<file path="src/rtl/core/trfd_pkg.sv">
// trfd_pkg: shared constants for the table reciprocal divide core
// no dependencies
package trfd_pkg;
	localparam int INDEX_BITS = 10;
	localparam int WORD_BITS  = 36;
	localparam int FP_BITS    = 32;
	localparam logic OP_DIVIDE = 1'b0;
	localparam logic OP_WRITE  = 1'b1;
	localparam logic [7:0] REXP_BASE = 8'd254;
	localparam logic [8:0] EXP_BIAS  = 9'd129;
endpackage

</file>
<file path="src/rtl/core/trfd_mul.sv">
// trfd_mul: truncated float multiply, two register stages, advances on en
// depends on trfd_pkg
module trfd_mul (
	input  logic        clk,
	input  logic        en,
	input  logic [31:0] a,
	input  logic [31:0] b,
	output logic [31:0] p
);
	logic [12:0] h1, h2;
	logic [10:0] l1, l2;
	logic [25:0] hh_s1, hl_s1, lh_s1;
	logic [8:0]  esum_s1;
	logic        sign_s1, zero_s1;
	logic [7:0]  ae, be;
	logic [8:0]  esum;
	logic [25:0] sum;
	logic [8:0]  esum1;

	assign ae = a[30:23];
	assign be = b[30:23];
	assign h1 = {1'b1, a[22:11]};
	assign l1 = a[10:0];
	assign h2 = {1'b1, b[22:11]};
	assign l2 = b[10:0];
	assign esum = {1'b0, ae} + {1'b0, be} + trfd_pkg::EXP_BIAS;

	always_ff @(posedge clk) begin
		if (en) begin
			hh_s1   <= h1 * h2;
			hl_s1   <= 26'((24'(h1) * 24'(l2)) >> 11);
			lh_s1   <= 26'((24'(l1) * 24'(h2)) >> 11);
			esum_s1 <= esum;
			sign_s1 <= a[31] ^ b[31];
			zero_s1 <= !esum[8] || ae == 8'd0 || be == 8'd0;
		end
	end

	assign sum   = hh_s1 + hl_s1 + lh_s1 + 26'd2;
	assign esum1 = esum_s1 + 9'd1;

	always_ff @(posedge clk) begin
		if (en) begin
			if (zero_s1)
				p <= '0;
			else if (sum[25])
				p <= {sign_s1, esum1[7:0], sum[24:2]};
			else
				p <= {sign_s1, esum_s1[7:0], sum[23:1]};
		end
	end
endmodule

</file>
<file path="config.mk">
export PLATFORM = sky130hd
export DESIGN_NAME = trfd_mul
export DESIGN_NICKNAME = d
export VERILOG_FILES = /design/src/rtl/core/trfd_pkg.sv /design/src/rtl/core/trfd_mul.sv
export SDC_FILE = /design/constraint.sdc
export NUM_CORES = 1
export LEC_CHECK = 0
export ABC_CLOCK_PERIOD_IN_PS = 7300
export BUFFER_PORTS_ARGS = -buffer_cell sky130_fd_sc_hd__buf_2
export CAP_MARGIN = 25
export CORE_ASPECT_RATIO = 0.6
export CORE_MARGIN = 10
export CORE_UTILIZATION = 30
export DETAILED_ROUTE_END_ITERATION = 16
export GPL_TIMING_DRIVEN = 0
export PLACE_DENSITY = 0.53
export SYNTH_ARGS = -nofsm -noshare
export SYNTH_HDL_FRONTEND = slang
export SYNTH_SLANG_ARGS = --single-unit
</file>
<file path="constraint.sdc">
create_clock -name clk -period 7.3 [get_ports clk]
set_clock_uncertainty 0.05 [all_clocks]
set_input_delay 0.73 -clock clk [delete_from_list [all_inputs] [get_ports clk]]
set_output_delay 0.73 -clock clk [all_outputs]
set_load 0.05 [all_outputs]
</file>
==> impl_results.md <==
* Post-Synth Simple-Gate Area at 0.149
* Synth warn at 0
* Number of DRC markers in iteration 0 at 1151
* Switching Share at 0.523
* Int Pwr at 0.00457 W
* Post-synthesis cell count at 2027
* Synth Area in Compound Gates at 0.0785
* Pre-Repair DR Iteration Count at 8
* HPWL after DPL at 49300 um
* Post-Synth XOR/XNOR Area at 0.0280
* Post-DRT Antenna Nets at 0
* Fin. max-slew vios at 0
* Synth area leader: fa_1
* Fin crit share at 0.978
* Initial antenna violation count at 5
* P per Cell Area at 459 mW/mm^2
* Synthesized flop and latch total at 94
* Fill count at 6497
* Largest net degree at the start of global routing at 56
* Setup-failing EPs final at 0
* Gpl congestion at 0.934
* DRT Wirelength at 57700 um
* Async set or reset register ratio after synthesis at 0
* Slew headroom at 0.325
* Status: finished, final reports clean
* Main flop type after synthesis: edfxtp_1
* Io pins at 98
* Total GRT Usage at 0.153
* Num CTS Buffers at 9
* Clock-pin transition on the worst setup and hold timing paths at 0.07 ns
* Initial Util at 0.304
* RR Endpoint: p[19]$_SDFFCE_PP0P_
* CTS tree: built
* Register area share after synthesis at 0.148
* Worst reg-to-reg setup slack at 3.47 ns
* Worst Min Path Start: sign_s1$_DFFE_PP_
* Max cap viols at 0
* Synth Cell Area at 0.0191 mm^2
* Syn Area/Cell at 9.41 um^2
* CP Cell Sequence: buf_2, clkbuf_1, and2_1, fa_1, fa_1, fa_1, fa_1, inv_1, fa_1, inv_1, ha_1, a21oi_1, o21ai_0, a211oi_1, o32ai_1, o41a_1, or4_1, nand3_1
* Total grt overflow at 0
* Clock network power share at 0.049
* DIE AREA at 0.0744 mm^2
* Crit-path most repeated cell: fa_1
* Final core occ at 0.333
* Max VDD drop at 0.333 mV
* Min Tclk post-route at 7.14 ns
* Sw power at 0.00502 W
* Clk buf depth at 2
* Row Count at 71
* Core box area at 0.0628 mm^2
* Final hold violations at 0
* Post-Synth Adder-Cell Area at 0.488
* Top cells by count, synth: inv_1 (435), fa_1 (329), nand2_1 (244)
* Fraction of layout cells with a size suffix above 1 at 0.0637
* Comb pwr share at 0.811
* Critical-path top delay cell: clkbuf_1
* Worst-Skew Late Latency at 0.35 ns
* Setup Crit Path Kind: in -> reg
* Startpoint Class: primary input
* Via density at 4.84
* Post-synth top area share at 0.345
* Nets at 2743
* First-pass GRT wire length at 88400 um
* Vias in the first global route at 15000
* Synth-to-Final Area Change at 9.65%
* Sink Count at 94
* # port buffers at 94
* CTS HTree Levels at 3
* Most numerous cell in the Yosys netlist: inv_1
* CP arrival at 7.28 ns
* CTS root buffer: clkbuf_16
* Worst Hold End: p[31]$_SDFFCE_PP0P_
* Max Fclk at 0.140 GHz
* RSZ-0062 raised after global routing: no
* Hold Path Depth at 1
* # DRC at 0
* Cts hold-fix bufs at 0
* Post-synth net total at 2640
* Antenna diodes at 0
* Vias at 14400
* Die Span Y at 215 um
* WL/cell at 19.4 um
* Flop pwr share at 0.140
* Worst Tran Pin Value at 1.01 ns
* LEAKAGE at 10.3 nW
* FF-to-FF Start: hl_s1[9]$_DFFE_PP_
* Largest family of logic cells by synthesized area: adder cells
* Cell count of the worst reg-to-reg path at 10
* Chip width at 345 um
* Tot Pwr at 0.00959 W
* Number of synthesized flops with an enable pin at 94
* HP Class: reg -> reg
* CP Capture Type: flop
* Yosys cell types at 68
* Slowest stage delay, CP at 0.66 ns
* CP Max Fanout at 10
* Multiplexer area fraction after synthesis at 0.00459
* Synth area leaders: fa_1 (35%), edfxtp_1 (15%), ha_1 (14%)
* Worst Path Required at 7.44 ns
[worst max path at each step]
stage,from,to
2_1_floorplan,a[2],lh_s1[12]$_DFFE_PP_
3_3_place_gp,b[18],lh_s1[12]$_DFFE_PP_
3_5_place_dp,b[18],lh_s1[12]$_DFFE_PP_
4_1_cts,b[18],lh_s1[12]$_DFFE_PP_
5_1_grt,b[17],lh_s1[12]$_DFFE_PP_
6_report,b[16],lh_s1[12]$_DFFE_PP_
[what timing repair did]
item,in CTS,in global routing
setup endpoints to repair,0,2
resized for setup,0,9
buffers inserted,0,0
[cell type report]
cell class                 count  area, um^2  share of cell area
clock inverter                 7        72.6             0.00347
sequential                    94        2820               0.135
inverter                     436        1640              0.0783
clock buffer                   9         225              0.0108
timing repair buffer          95         500              0.0239
buffer                        82         327              0.0156
tap                          839        1050              0.0502
multi-input combinational   1412       14300               0.683
[power by group through the flow]
stage | logic (W) | clock network (W) | registers, W
6_report | 0.00778 | 0.000473 | 0.00134
5_1_grt | 0.00872 | 0.000513 | 0.00137
4_1_cts | 0.00783 | 0.000490 | 0.00134
3_5_place_dp | 0.00774 | 0 | 0.00135
3_3_place_gp | 0.00763 | 0 | 0.00135
2_1_floorplan | 0.00548 | 0 | 0.00148
[registers in the layout (all words and copies together) (netlist names)]
register,count
zero_s1,1
lh_s1,13
sign_s1,1
hh_s1,26
p,32
esum_s1,8
hl_s1,13
[per-stage QoR]
stage	setup TNS [ns]	setup slack [ns]	cells	hold slack, ns	area (um^2)
floorplan	0	1.45	2027	0.459	19100
finish	0	0.157	2974	0.507	20900
global placement	-0.146	-0.129	2960	0.513	20600
global route	0	0.0476	2974	0.566	20900
CTS	0	0.186	2977	0.527	20900
detailed placement	-0.230	-0.160	2961	0.510	20600
[critical path, delay by kind of cell]
family | cells | cell delay (ns)
and+or+nand+nor | 3 | 0.86
buffers and inverters | 4 | 1.01
adders and majority gates | 6 | 2.75
AOI/OAI and AO/OA | 5 | 1.91
[routing by layer]
metal	GRT usage	wire, um	vias up	part of all wire
li1	-	-	6552	-
met2	0.203	21900	597	0.38
met3	0.0563	7120	46	0.12
met1	0.230	27800	7185	0.48
met4	0.0264	850	0	0.015
met5	0	0	-	0
[layout by cell type, fill, tap and decap left out, types with 19 or more instances in the layout]
| cell type | instances |
|---|---|
| nor3_1 | 20 |
| xor2_1 | 19 |
| a211oi_1 | 20 |
| xnor2_1 | 42 |
| nand2_1 | 244 |
| o21ai_0 | 35 |
| fa_1 | 329 |
| a21o_1 | 24 |
| nand3_1 | 24 |
| nor2_1 | 63 |
| a21oi_1 | 50 |
| ha_1 | 218 |
| buf_2 | 99 |
| clkbuf_1 | 70 |
| edfxtp_1 | 94 |
| and2_1 | 163 |
| inv_1 | 435 |
[cells by family (layout without fill, tap and decap cells)]
| family | after synthesis | count (layout) |
|---|---|---|
| compound gates | 214 | 214 |
| xor+xnor | 61 | 61 |
| fa+ha+maj | 547 | 547 |
| buf+inv | 521 | 629 |
| flops | 94 | 94 |
| mux | 8 | 8 |
| simple gates | 582 | 582 |
No activity file was read; power rests on OpenSTA's default activity.
